==> config.mk <==
export PLATFORM = sky130hd
export DESIGN_NAME = script_source_tokenizer_flat
export DESIGN_NICKNAME = d
export VERILOG_FILES = /design/src/sst_pkg.sv /design/src/sst_if.sv /design/src/sst_front.sv /design/src/sst_back.sv /design/src/script_source_tokenizer.sv /design/src/flat_wrapper.sv
export SDC_FILE = /design/constraint.sdc
export NUM_CORES = 1
export LEC_CHECK = 0
export ABC_AREA = 1
export BUFFER_PORTS_ARGS = -buffer_cell sky130_fd_sc_hd__buf_2
export CELL_PAD_IN_SITES_DETAIL_PLACEMENT = 0
export CELL_PAD_IN_SITES_GLOBAL_PLACEMENT = 2
export CORE_UTILIZATION = 37
export DETAILED_ROUTE_END_ITERATION = 16
export PLACE_DENSITY_LB_ADDON = 0.1
export REMOVE_ABC_BUFFERS = 1
export SYNTH_ARGS = -nofsm -noshare
export SYNTH_HDL_FRONTEND = slang
export SYNTH_HIERARCHICAL = 1
export SYNTH_SLANG_ARGS = --single-unit
==> constraint.sdc <==
create_clock -name clk -period 12.47 [get_ports clk]
set_input_delay 1.247 -clock clk [delete_from_list [all_inputs] [get_ports clk]]
set_output_delay 1.247 -clock clk [all_outputs]
set_load 0.02 [all_outputs]
==> src/sst_pkg.sv <==
// Package for the script source tokenizer: scan modes, token kind codes,
// status codes, result record type and character class helpers. No dependencies.
package sst_pkg;

	localparam int POS_BITS_DEF  = 16;
	localparam int LINE_BITS_DEF = 16;
	localparam int QUEUE_DEPTH   = 4;
	localparam int QUEUE_AW      = 2;

	typedef enum logic [3:0] {
		M_IDLE      = 4'd0,
		M_OP        = 4'd1,
		M_SLASH     = 4'd2,
		M_LINECOM   = 4'd3,
		M_BLOCK     = 4'd4,
		M_BLOCKSTAR = 4'd5,
		M_STRING    = 4'd6,
		M_INT       = 4'd7,
		M_INTDOT    = 4'd8,
		M_FRAC      = 4'd9,
		M_WORD      = 4'd10
	} mode_t;

	localparam logic [5:0] K_DOT    = 6'd5;
	localparam logic [5:0] K_BANG   = 6'd10;
	localparam logic [5:0] K_EQUAL  = 6'd12;
	localparam logic [5:0] K_LESS   = 6'd14;
	localparam logic [5:0] K_GREATER = 6'd16;
	localparam logic [5:0] K_SLASH  = 6'd18;
	localparam logic [5:0] K_STRING = 6'd19;
	localparam logic [5:0] K_NUMBER = 6'd20;
	localparam logic [5:0] K_IDENT  = 6'd21;
	localparam logic [5:0] K_KW0    = 6'd22;
	localparam logic [5:0] K_NONE   = 6'd0;

	localparam logic [1:0] ST_TOKEN  = 2'd0;
	localparam logic [1:0] ST_UNEXP  = 2'd1;
	localparam logic [1:0] ST_UNTERM = 2'd2;

	typedef struct packed {
		logic [5:0]  kind;
		logic [15:0] start_pos;
		logic [15:0] length;
		logic [15:0] start_line;
		logic [15:0] end_line;
		logic [1:0]  status;
		logic        last;
	} token_t;

	typedef logic [47:0] kw_buf_t;

	function automatic logic is_digit(input logic [7:0] c);
		return c >= 8'h30 && c <= 8'h39;
	endfunction

	function automatic logic is_alpha(input logic [7:0] c);
		return (c >= 8'h61 && c <= 8'h7a) || (c >= 8'h41 && c <= 8'h5a);
	endfunction

	function automatic logic is_word(input logic [7:0] c);
		return is_alpha(c) || is_digit(c) || c == 8'h5f;
	endfunction

	function automatic logic [5:0] op_kind(input logic [7:0] ch, input logic two);
		logic [5:0] b;
		case (ch)
			8'h21:   b = K_BANG;
			8'h3d:   b = K_EQUAL;
			8'h3c:   b = K_LESS;
			default: b = K_GREATER;
		endcase
		return b + {5'd0, two};
	endfunction

	function automatic logic [5:0] punct_kind(input logic [7:0] c, output logic hit);
		logic [5:0] k;
		hit = 1'b1;
		case (c)
			8'h28:   k = 6'd0;
			8'h29:   k = 6'd1;
			8'h7b:   k = 6'd2;
			8'h7d:   k = 6'd3;
			8'h2c:   k = 6'd4;
			8'h2e:   k = 6'd5;
			8'h2d:   k = 6'd6;
			8'h2b:   k = 6'd7;
			8'h3b:   k = 6'd8;
			8'h2a:   k = 6'd9;
			default: begin
				k = 6'd0;
				hit = 1'b0;
			end
		endcase
		return k;
	endfunction

	function automatic logic [5:0] word_kind(input kw_buf_t b, input logic [2:0] n);
		logic [5:0] k;
		k = K_IDENT;
		case (n)
			3'd2: begin
				if (b[15:0] == 16'h6669) k = K_KW0 + 6'd6;
				if (b[15:0] == 16'h726f) k = K_KW0 + 6'd8;
			end
			3'd3: begin
				if (b[23:0] == 24'h646e61) k = K_KW0 + 6'd0;
				if (b[23:0] == 24'h6e7566) k = K_KW0 + 6'd4;
				if (b[23:0] == 24'h726f66) k = K_KW0 + 6'd5;
				if (b[23:0] == 24'h6c696e) k = K_KW0 + 6'd7;
				if (b[23:0] == 24'h726176) k = K_KW0 + 6'd14;
			end
			3'd4: begin
				if (b[31:0] == 32'h65736c65) k = K_KW0 + 6'd2;
				if (b[31:0] == 32'h73696874) k = K_KW0 + 6'd12;
				if (b[31:0] == 32'h65757274) k = K_KW0 + 6'd13;
			end
			3'd5: begin
				if (b[39:0] == 40'h7373616c63) k = K_KW0 + 6'd1;
				if (b[39:0] == 40'h65736c6166) k = K_KW0 + 6'd3;
				if (b[39:0] == 40'h746e697270) k = K_KW0 + 6'd9;
				if (b[39:0] == 40'h7265707573) k = K_KW0 + 6'd11;
				if (b[39:0] == 40'h656c696877) k = K_KW0 + 6'd15;
			end
			3'd6: begin
				if (b[47:0] == 48'h6e7275746572) k = K_KW0 + 6'd10;
			end
			default: k = K_IDENT;
		endcase
		return k;
	endfunction

endpackage

==> src/sst_if.sv <==
// Valid/ready stream interface carrying one payload item.
// Depends on nothing; the payload type is a parameter.
interface sst_if #(parameter type payload_t = logic [8:0]) (input logic clk);
	logic     valid;
	logic     ready;
	payload_t data;
	modport source (output valid, output data, input ready);
	modport sink (input valid, input data, output ready);
endinterface

==> src/sst_front.sv <==
// Front part: accepts bytes, runs the scan mode machine and builds up to three
// result records per byte. Depends on sst_pkg.
module sst_front #(
	parameter int POS_BITS  = sst_pkg::POS_BITS_DEF,
	parameter int LINE_BITS = sst_pkg::LINE_BITS_DEF
) (
	input  logic           clk,
	input  logic           arst_n,
	input  logic           in_valid,
	input  logic [7:0]     in_byte,
	input  logic           in_eos,
	output logic           in_ready,
	input  logic           room,
	output logic           push,
	output logic [1:0]     push_n,
	output sst_pkg::token_t res [3]
);
	localparam logic [POS_BITS-1:0]  PMAX = '1;
	localparam logic [LINE_BITS-1:0] LMAX = '1;

	sst_pkg::mode_t       mode_q, mode_d;
	logic [7:0]           pend_q, pend_d;
	logic [POS_BITS-1:0]  pos_q, pos_d, lstart_q, lstart_d;
	logic [LINE_BITS-1:0] line_q, line_d, lline_q, lline_d;
	sst_pkg::kw_buf_t     kbuf_q, kbuf_d;
	logic [2:0]           wlen_q, wlen_d;
	logic                 err_q, err_d;
	logic                 fire;
	logic [1:0]           n;

	assign in_ready = room;
	assign fire = in_valid && room;
	assign push = fire && !err_q && n != 2'd0;
	assign push_n = n;

	function automatic logic [15:0] sat_p(input logic [POS_BITS-1:0] v);
		if (POS_BITS > 16 && (v >> 16) != '0) return 16'hffff;
		return 16'(v);
	endfunction

	function automatic logic [15:0] sat_w(input logic [POS_BITS:0] v);
		if ((v >> 16) != '0) return 16'hffff;
		return 16'(v);
	endfunction

	function automatic logic [15:0] sat_l(input logic [LINE_BITS-1:0] v);
		if (LINE_BITS > 16 && (v >> 16) != '0) return 16'hffff;
		return 16'(v);
	endfunction

	always_comb begin
		logic [POS_BITS-1:0] pos, npos, dotp;
		logic [POS_BITS:0]   endp;
		logic                again, hit;
		logic [5:0]          pk;
		sst_pkg::token_t     t;
		mode_d = mode_q;
		pend_d = pend_q;
		pos_d = pos_q;
		lstart_d = lstart_q;
		line_d = line_q;
		lline_d = lline_q;
		kbuf_d = kbuf_q;
		wlen_d = wlen_q;
		err_d = err_q;
		n = 2'd0;
		res[0] = '0;
		res[1] = '0;
		res[2] = '0;
		pos = pos_q;
		npos = (pos_q != PMAX) ? pos_q + 1'b1 : PMAX;
		again = 1'b0;
		hit = 1'b0;
		pk = '0;
		t = '0;
		endp = '0;
		dotp = '0;
		if (fire && !err_q) begin
			for (int pass = 0; pass < 2; pass++) begin
				if (pass == 0 || (again && !err_d)) begin
					again = 1'b0;
					t = '0;
					endp = {1'b0, pos};
					case (mode_d)
						sst_pkg::M_OP: begin
							mode_d = sst_pkg::M_IDLE;
							if (in_byte == 8'h3d) begin
								t.kind = sst_pkg::op_kind(pend_d, 1'b1);
								endp = {1'b0, pos} + 1'b1;
							end else begin
								t.kind = sst_pkg::op_kind(pend_d, 1'b0);
								again = 1'b1;
							end
							t.status = 2'd3;
						end
						sst_pkg::M_SLASH: begin
							if (in_byte == 8'h2a) mode_d = sst_pkg::M_BLOCK;
							else if (in_byte == 8'h2f) mode_d = sst_pkg::M_LINECOM;
							else begin
								mode_d = sst_pkg::M_IDLE;
								t.kind = sst_pkg::K_SLASH;
								t.status = 2'd3;
								again = 1'b1;
							end
						end
						sst_pkg::M_LINECOM: begin
							if (in_byte == 8'h0a) begin
								mode_d = sst_pkg::M_IDLE;
								again = 1'b1;
							end
						end
						sst_pkg::M_BLOCK, sst_pkg::M_BLOCKSTAR: begin
							if (mode_d == sst_pkg::M_BLOCKSTAR && in_byte == 8'h2f)
								mode_d = sst_pkg::M_IDLE;
							else begin
								mode_d = (in_byte == 8'h2a) ? sst_pkg::M_BLOCKSTAR
								                            : sst_pkg::M_BLOCK;
								if (in_byte == 8'h0a && line_d != LMAX) line_d = line_d + 1'b1;
							end
						end
						sst_pkg::M_STRING: begin
							if (in_byte == 8'h22) begin
								mode_d = sst_pkg::M_IDLE;
								t.kind = sst_pkg::K_STRING;
								t.status = 2'd3;
								endp = {1'b0, pos} + 1'b1;
							end else if (in_byte == 8'h0a && line_d != LMAX)
								line_d = line_d + 1'b1;
						end
						sst_pkg::M_INT, sst_pkg::M_FRAC: begin
							if (sst_pkg::is_digit(in_byte)) begin
							end else if (in_byte == 8'h2e && mode_d == sst_pkg::M_INT)
								mode_d = sst_pkg::M_INTDOT;
							else begin
								mode_d = sst_pkg::M_IDLE;
								t.kind = sst_pkg::K_NUMBER;
								t.status = 2'd3;
								again = 1'b1;
							end
						end
						sst_pkg::M_INTDOT: begin
							if (sst_pkg::is_digit(in_byte)) mode_d = sst_pkg::M_FRAC;
							else begin
								mode_d = sst_pkg::M_IDLE;
								again = 1'b1;
								dotp = (pos > lstart_d) ? pos - 1'b1 : pos;
								res[n] = '{sst_pkg::K_NUMBER, sat_p(lstart_d),
									sat_p((dotp >= lstart_d) ? dotp - lstart_d : '0),
									sat_l(lline_d), sat_l(line_d), sst_pkg::ST_TOKEN, 1'b0};
								n = n + 2'd1;
								lstart_d = dotp;
								lline_d = line_d;
								t.kind = sst_pkg::K_DOT;
								t.status = 2'd3;
							end
						end
						sst_pkg::M_WORD: begin
							if (sst_pkg::is_word(in_byte)) begin
								if (wlen_d < 3'd6) begin
									kbuf_d[8*wlen_d +: 8] = in_byte;
									wlen_d = wlen_d + 3'd1;
								end else wlen_d = 3'd7;
							end else begin
								mode_d = sst_pkg::M_IDLE;
								t.kind = sst_pkg::word_kind(kbuf_d, wlen_d);
								t.status = 2'd3;
								again = 1'b1;
							end
						end
						default: begin
							mode_d = sst_pkg::M_IDLE;
							lstart_d = pos;
							lline_d = line_d;
							pk = sst_pkg::punct_kind(in_byte, hit);
							endp = {1'b0, pos} + 1'b1;
							if (hit) begin
								t.kind = pk;
								t.status = 2'd3;
							end else if (in_byte == 8'h21 || in_byte == 8'h3d ||
							             in_byte == 8'h3c || in_byte == 8'h3e) begin
								mode_d = sst_pkg::M_OP;
								pend_d = in_byte;
							end else if (in_byte == 8'h2f) mode_d = sst_pkg::M_SLASH;
							else if (in_byte == 8'h22) mode_d = sst_pkg::M_STRING;
							else if (sst_pkg::is_digit(in_byte)) mode_d = sst_pkg::M_INT;
							else if (sst_pkg::is_alpha(in_byte) || in_byte == 8'h5f) begin
								mode_d = sst_pkg::M_WORD;
								kbuf_d = {40'd0, in_byte};
								wlen_d = 3'd1;
							end else if (in_byte == 8'h0a) begin
								if (line_d != LMAX) line_d = line_d + 1'b1;
							end else if (in_byte == 8'h20 || in_byte == 8'h09 ||
							             in_byte == 8'h0b || in_byte == 8'h0c ||
							             in_byte == 8'h0d) begin
							end else begin
								t.kind = sst_pkg::K_NONE;
								t.status = 2'd1;
								err_d = 1'b1;
							end
						end
					endcase
					if (t.status != 2'd0) begin
						res[n] = '{t.kind, sat_p(lstart_d),
							sat_w((endp >= {1'b0, lstart_d}) ? endp - {1'b0, lstart_d} : '0),
							sat_l(lline_d), sat_l(line_d),
							(t.status == 2'd3) ? sst_pkg::ST_TOKEN : t.status, 1'b0};
						n = n + 2'd1;
					end
				end
			end
			if (in_eos) begin
				if (!err_d) begin
					t = '0;
					case (mode_d)
						sst_pkg::M_OP: t.kind = sst_pkg::op_kind(pend_d, 1'b0);
						sst_pkg::M_SLASH: t.kind = sst_pkg::K_SLASH;
						sst_pkg::M_STRING: begin
							t.kind = sst_pkg::K_NONE;
							err_d = 1'b1;
						end
						sst_pkg::M_INT, sst_pkg::M_FRAC: t.kind = sst_pkg::K_NUMBER;
						sst_pkg::M_INTDOT: begin
							dotp = (npos > lstart_d) ? npos - 1'b1 : npos;
							res[n] = '{sst_pkg::K_NUMBER, sat_p(lstart_d),
								sat_p((dotp >= lstart_d) ? dotp - lstart_d : '0),
								sat_l(lline_d), sat_l(line_d), sst_pkg::ST_TOKEN, 1'b0};
							n = n + 2'd1;
							lstart_d = dotp;
							lline_d = line_d;
							t.kind = sst_pkg::K_DOT;
						end
						sst_pkg::M_WORD: t.kind = sst_pkg::word_kind(kbuf_d, wlen_d);
						default: t.kind = sst_pkg::K_NONE;
					endcase
					if (mode_d == sst_pkg::M_OP || mode_d == sst_pkg::M_SLASH ||
					    mode_d == sst_pkg::M_STRING || mode_d == sst_pkg::M_INT ||
					    mode_d == sst_pkg::M_FRAC || mode_d == sst_pkg::M_INTDOT ||
					    mode_d == sst_pkg::M_WORD) begin
						res[n] = '{t.kind, sat_p(lstart_d),
							sat_p((npos >= lstart_d) ? npos - lstart_d : '0),
							sat_l(lline_d), sat_l(line_d),
							(mode_d == sst_pkg::M_STRING) ? sst_pkg::ST_UNTERM
							                              : sst_pkg::ST_TOKEN, 1'b0};
						n = n + 2'd1;
					end
				end
				mode_d = sst_pkg::M_IDLE;
				pend_d = '0;
				pos_d = '0;
				lstart_d = '0;
				line_d = LINE_BITS'(1);
				lline_d = LINE_BITS'(1);
				kbuf_d = '0;
				wlen_d = '0;
			end else pos_d = npos;
			if (n != 2'd0) res[n - 2'd1].last = 1'b1;
		end
	end

	always_ff @(posedge clk or negedge arst_n) begin
		if (!arst_n) begin
			mode_q <= sst_pkg::M_IDLE;
			pend_q <= '0;
			pos_q <= '0;
			lstart_q <= '0;
			line_q <= LINE_BITS'(1);
			lline_q <= LINE_BITS'(1);
			kbuf_q <= '0;
			wlen_q <= '0;
			err_q <= 1'b0;
		end else if (fire && !err_q) begin
			mode_q <= mode_d;
			pend_q <= pend_d;
			pos_q <= pos_d;
			lstart_q <= lstart_d;
			line_q <= line_d;
			lline_q <= lline_d;
			kbuf_q <= kbuf_d;
			wlen_q <= wlen_d;
			err_q <= err_d;
		end
	end
endmodule

==> src/sst_back.sv <==
// Back part: a short queue of result records, written up to three at a time,
// drained one per cycle to the output channel while it is ready. Depends on sst_pkg.
module sst_back (
	input  logic            clk,
	input  logic            arst_n,
	input  logic            push,
	input  logic [1:0]      push_n,
	input  sst_pkg::token_t res [3],
	output logic            room,
	output logic            out_valid,
	input  logic            out_ready,
	output sst_pkg::token_t out_data
);
	localparam int D = sst_pkg::QUEUE_DEPTH;
	localparam int AW = sst_pkg::QUEUE_AW;

	sst_pkg::token_t  mem_q [D];
	logic [AW-1:0]    rd_q, wr_q;
	logic [AW:0]      cnt_q;
	logic             pop;

	assign out_valid = cnt_q != '0;
	assign out_data = mem_q[rd_q];
	assign pop = out_valid && out_ready;
	assign room = cnt_q <= (AW+1)'(D - 3) || (pop && cnt_q == (AW+1)'(D - 2));

	always_ff @(posedge clk) begin
		if (push) begin
			for (int i = 0; i < 3; i++)
				if (2'(i) < push_n) mem_q[wr_q + AW'(i)] <= res[i];
		end
	end

	always_ff @(posedge clk or negedge arst_n) begin
		if (!arst_n) begin
			rd_q <= '0;
			wr_q <= '0;
			cnt_q <= '0;
		end else begin
			if (push) wr_q <= wr_q + AW'(push_n);
			if (pop) rd_q <= rd_q + 1'b1;
			cnt_q <= cnt_q + (push ? (AW+1)'(push_n) : '0) - (pop ? (AW+1)'(1) : '0);
		end
	end
endmodule

==> src/script_source_tokenizer.sv <==
// Streaming tokenizer top level: front scanner feeding a four-entry result queue.
// Results of an accepted byte are registered into the queue and reach the output in order.
// Throughput: one byte per cycle while the queue has room for three results;
// drain is one result per cycle through the queue's read port while out_ch is ready.
// Reset clears mode, position counters, error flag and queue pointers at once and sets the line counters to one.
module script_source_tokenizer #(
	parameter int POS_BITS  = sst_pkg::POS_BITS_DEF,
	parameter int LINE_BITS = sst_pkg::LINE_BITS_DEF
) (
	input logic clk,
	input logic arst_n,
	sst_if.sink   in_ch,
	sst_if.source out_ch
);
	logic            room, push;
	logic [1:0]      push_n;
	sst_pkg::token_t res [3];
	sst_pkg::token_t od;

	sst_front #(.POS_BITS(POS_BITS), .LINE_BITS(LINE_BITS)) u_front (
		.clk, .arst_n,
		.in_valid(in_ch.valid), .in_byte(in_ch.data[7:0]), .in_eos(in_ch.data[8]),
		.in_ready(in_ch.ready), .room, .push, .push_n, .res
	);

	sst_back u_back (
		.clk, .arst_n, .push, .push_n, .res, .room,
		.out_valid(out_ch.valid), .out_ready(out_ch.ready), .out_data(od)
	);

	assign out_ch.data = od;

`ifndef SYNTH
	a_no_push_when_full: assert property (@(posedge clk) disable iff (!arst_n)
		push |-> room)
		else $error("push without room");
	a_ready_is_room: assert property (@(posedge clk) disable iff (!arst_n)
		in_ch.ready == room)
		else $error("ready mismatch");
	a_err_status_zero_kind: assert property (@(posedge clk) disable iff (!arst_n)
		out_ch.valid && od.status != sst_pkg::ST_TOKEN |-> od.kind == sst_pkg::K_NONE)
		else $error("error result with kind");
`endif
endmodule
==> src/flat_wrapper.sv <==
// flat-port wrapper written by rule: the top's interface ports become plain ports
module script_source_tokenizer_flat 
#(
	parameter int POS_BITS  = sst_pkg::POS_BITS_DEF,
	parameter int LINE_BITS = sst_pkg::LINE_BITS_DEF
)
  (clk, arst_n, in_ch_valid, in_ch_data, in_ch_ready, out_ch_valid, out_ch_data, out_ch_ready);
  sst_if in_ch_i (.clk(clk));
  sst_if out_ch_i (.clk(clk));
  input logic clk;
  input logic arst_n;
  input wire logic [$bits(in_ch_i.valid)-1:0] in_ch_valid;
  input wire logic [$bits(in_ch_i.data)-1:0] in_ch_data;
  output wire logic [$bits(in_ch_i.ready)-1:0] in_ch_ready;
  output wire logic [$bits(out_ch_i.valid)-1:0] out_ch_valid;
  output wire logic [$bits(out_ch_i.data)-1:0] out_ch_data;
  input wire logic [$bits(out_ch_i.ready)-1:0] out_ch_ready;
  assign in_ch_i.valid = in_ch_valid;
  assign in_ch_i.data = in_ch_data;
  assign in_ch_ready = in_ch_i.ready;
  assign out_ch_valid = out_ch_i.valid;
  assign out_ch_data = out_ch_i.data;
  assign out_ch_i.ready = out_ch_ready;
  script_source_tokenizer #(.POS_BITS(POS_BITS), .LINE_BITS(LINE_BITS)) u_core (.clk(clk), .arst_n(arst_n), .in_ch(in_ch_i), .out_ch(out_ch_i));
endmodule
# == After elaboration in Yosys (flattened, before gate mapping) ==
# Memories as Yosys holds them, arrays and structs flattened.
# Cells that the tools add are included.
# classes
order_cmp,33
n_reduce_logical,64
bitwise_logic,6
muxes,403
n_addsub,30
n_eq_ne,128
n_shift,4
# ops
op,count
2-to-1 mux 219 bit,19
bitwise mux 219 bit,6
2-to-1 mux 16 bit,73
2-to-1 mux 48 bit,20
demux 73 bit (select 2 bit),6
== test 40 x 39 -> 1 bit (second input constant),15
2-to-1 mux 73 bit,6
== test 24 x 23 -> 1 bit (second input constant),15
2-to-1 mux 6 bit,54
== test 32 x 31 -> 1 bit (second input constant),9
== test 8 x 6 -> 1 bit (second input constant),24
one-hot mux 48 bit (2 select lines),2
== test 48 x 47 -> 1 bit (second input constant),3
2-to-1 mux 72 bit,2
one-hot mux 16 bit (2 select lines),4
2-to-1 mux 4 bit,30
one-hot mux 6 bit (5 select lines),4
2-to-1 mux 17 bit,7
one-hot mux 17 bit (3 select lines),2
2-to-1 mux 2 bit,49
bitwise mux 48 bit,2
== test 16 x 15 -> 1 bit (second input constant),6
one-hot mux 16 bit (3 select lines),2
variable shift 8 x 34 -> 48 bit (first input constant),2
other kinds (61),306
# word_totals
reg_bits,135
inputBits,13
wordCells,681
n_memories,1
ramBits,292
output_inout_bits,11
# mem_list
memory,depth,width,rd,rd_clocked_by_memory_dff,wr,line_no,rtl
u_core.u_back.mem_q,4,73,1,0,3,sst_back.sv:17,sst_pkg::token_t mem_q [D];

# == Longest topological paths before layout ==
# logic_depth
depth_word,48
ltp_mapped,40
ltp_nobuf,38

# == Cells and area by module ==
# The synthesis kept the hierarchy.
# by_module_without_submodules
mod,seq_area_each_um2,area_each_um2,instances,cells_per_inst
sst_front,3205.6,29495.8,1,5421
sst_back,8943.6,18577.8,1,2532

# == Least setup slack after synthesis ==
# No wires, ideal clock.
# synth_path
kind,input-to-reg
from,input port in_ch_data[3]
to,"memory u_core/u_back/mem_q[1][42] (netlist name), data pin"
required_time_ns,12.340
t_arrival_ns,9.383
setup_slack_ns,2.957
setup_ns,0.130
cell_stages,65
path_buffers,6
cell_sequence,buf_4 > nand2_1 > nand2_1 > nor2_4 > clkinv_2 > nand2_1 > inv_1 > clkbuf_1 > clkbuf_1 > nand2_1 > o211ai_1 > o21ai_0 > ha_1 > nand2_1 > nor2_1 > nand2_1 > o211ai_1 > nand2_1 > [... 29 more ...] > nand2_1 > nor3_1 > nand4_1 > inv_1 > nand4_1 > and3_1 > clkbuf_1 > inv_1 > clkbuf_1 > nand3_1 > or2_2 > o21ai_1 > o21ai_0 > nor2_1 > inv_1 > nand2_1 > nand3_1 > nand2_1
# synth_lines
item,line_no,rtl
"start, declared",flat_wrapper.sv:13,input wire logic [$bits(in_ch_i.data)-1:0] in_ch_data;
"end, declared",sst_back.sv:17,

==> impl_metrics.tcl <==
set metrics [dict create \
    crit_slowest_cell "nand3_1" \
    core_um2 21300 \
    cts_buffers 9 \
    die_w_um 150 \
    holdPathStages 2 \
    max_stage_delay_ns 0.45 \
    clk_latency_ns 0.35 \
    grt_pass1_vias 7297 \
    ys_warn_count 6 \
    setup_viol 0 \
    r2r_cells 32 \
    syn_to_final_growth_pct -0.200 \
    fillers 2359 \
    viasPerCell 5.21 \
    fin_crit_sh_pct 57.4 \
    drt_iter0_markers 576 \
    synthCells 1384 \
    cts_hold_buf 0 \
    rsz0062_at_grt "false" \
    path_clk_slew_ns 0.07 \
    worst_setup_path_end_kind "register" \
    reg2reg_from "u_core/u_front/mode_q[3]" \
    multi_input_area_um2 4690 \
    syn-cell-area_um2 8150 \
    gp_congestion 0.864 \
    cellPowerDensity_nw_per_um2 86.9 \
    postCtsSetupRepairBufs 0 \
    relSlewSlack_pct 34.5 \
    r2r_end "u_core/u_back/mem_q[1][1]" \
    hold_end "u_core/u_front/lline_q[0]" \
    grt_usage_pct 24.6 \
    drc 0 \
    irDropWorstVdd_uv 50.7 \
    min_path_type "register to register" \
    grt-ovfl-total 0 \
    final_nets 1276 \
    cp.required_ns 12.46 \
    status "finished clean" \
    dp_hpwl_um 20200 \
    ant_nets 0 \
    firstDrtPassIters 7 \
    htreeDepth 3 \
    maxCapViolCount 0 \
    crit_top_cell "nand2_1" \
    setup-tns-final_ns 0 \
    finalMaxSlewViolations 0 \
    tightest_slew_ns 0.981 \
    wl_met2_um 11400 \
    rows 53 \
    io_buffers 23 \
    startpoint_type "primary input" \
    clockBufferDepth 2 \
    dr.max_layer_used "met4" \
    routed_wirelength_um 26800 \
    drive_above_1_share_pct 11.7 \
    antenna_found_initial 0 \
    holdCritStartpoint "u_core/u_front/lline_q[0]" \
    wl_per_cell_um 17.6 \
    fmax_mhz 140 \
    met3_length_um 1520 \
    pin_count 24 \
    placed_cells 1508 \
    crit_arrival_ns 7.15 \
    syn_area_per_cell_um2 5.89 \
    start_util_pct 38.3 \
    met1_length_um 13600 \
    dieArea_um2 22600 \
    cts_resized 0 \
    cts_tree "yes" \
    grt_pass1_wl_um 41700 \
    grt_start_max_net_pins 45 \
    power.leakage_nw 4.19 \
    final-seq-area_um2 1930 \
    clock_sinks 70 \
    fin_cells 1524 \
    clock_skew_ns 0.0124 \
    cp_max_fo 31 \
    cts_root_buffer "clkbuf_16" \
    path_class "primary input to register" \
    finalHoldViolCount 0 \
    vias 7941 \
    die-height_um 150 \
    diodes 0 \
    reg2reg_slack_ns 5.96 \
    period_minus_slack_ns 7.16 \
]
## flip-flops by register name, summed over array words and instances (netlist names)
register,count
u_core/u_back/cnt_q,3
u_core/u_front/err_q,1
u_core/u_back/wr_q,2
u_core/u_front/mode_q,4
u_core/u_front/line_q,16
u_core/u_front/lline_q,6
u_core/u_back/mem_q,36
u_core/u_back/rd_q,2
## worst max path at each step
stage / end / cells after the start / slack (ns) / start
after global placement: u_core/u_back/mem_q[3][0] / 32 / 5.17 / in_ch_data[4]
after global routing: u_core/u_back/mem_q[3][1] / 32 / 4.55 / in_ch_data[4]
after floorplan: u_core/u_back/mem_q[2][0] / 25 / 6.06 / in_ch_data[4]
final: u_core/u_back/mem_q[1][1] / 32 / 5.31 / in_ch_data[4]
after detailed placement: u_core/u_back/mem_q[3][8] / 32 / 4.99 / in_ch_data[4]
after CTS: u_core/u_back/mem_q[1][1] / 32 / 5.36 / in_ch_data[4]
## per-layer routing
metal / global-route usage, % / vias up
met5: 0 / -
met2: 36.4 / 182
li1: - / 4016
met4: 4.70 / 0
met1: 37.2 / 3727
met3: 3.79 / 16
## where the power goes
part | leakage, nW | internal (W) | switching (W)
registers | 0.564 | 0.000250 | 0.0000161
clock network | 0.149 | 0.000158 | 0.000122
logic | 3.48 | 0.0000512 | 0.000109
total | 4.19 | 0.000460 | 0.000247
## placed cells by master (no fill, tap or decap), types with 3 or more instances in the layout
master	n
o22ai_1	34
nor4_1	3
a21oi_1	47
o221ai_1	4
o211ai_1	9
inv_2	37
xor2_1	22
ha_1	18
a21oi_2	5
nand3_1	121
o21ai_0	82
nor3b_1	3
o21ai_2	4
inv_1	154
nor3_1	15
nand4_1	5
nand2_4	5
clkbuf_16	9
nor2_4	5
edfxtp_1	36
or2_2	3
nand3_2	7
clkinv_1	3
a31oi_1	3
o21ai_1	11
inv_6	3
nor2_2	12
nand2_1	378
nand2_2	19
dfrtp_1	32
nor2_1	114
buf_2	23
## critical path: cells and delay by family
kind	cells	cell delay, ns
AOI/OAI and AO/OA	3	0.56
buffers and inverters	9	1.35
adders and majority gates	4	1.02
and+or+nand+nor	16	2.94
## area by class of cell
type	count	area share [%]
clock inverter	7	0.984
timing repair buffer	24	1.51
inverter	196	9.09
multi-input combinational	943	57.6
clock buffer	9	2.77
sequential	70	23.8
tap	275	4.23
## stage by stage
stage	instance area, um^2	power [W]	hold WS (ns)	setup slack (ns)	util [%]
5_1_grt	8140	0.000741	0.519	4.55	38.2
3_5_place_dp	7830	0.000433	0.487	4.99	36.8
4_1_cts	8140	0.000716	0.498	5.36	38.2
6_report	8140	0.000707	0.496	5.31	38.2
3_3_place_gp	7830	0.000434	0.483	5.17	36.8
2_1_floorplan	7360	0.000378	0.446	6.06	-
(Power assumes the default switching activity.)
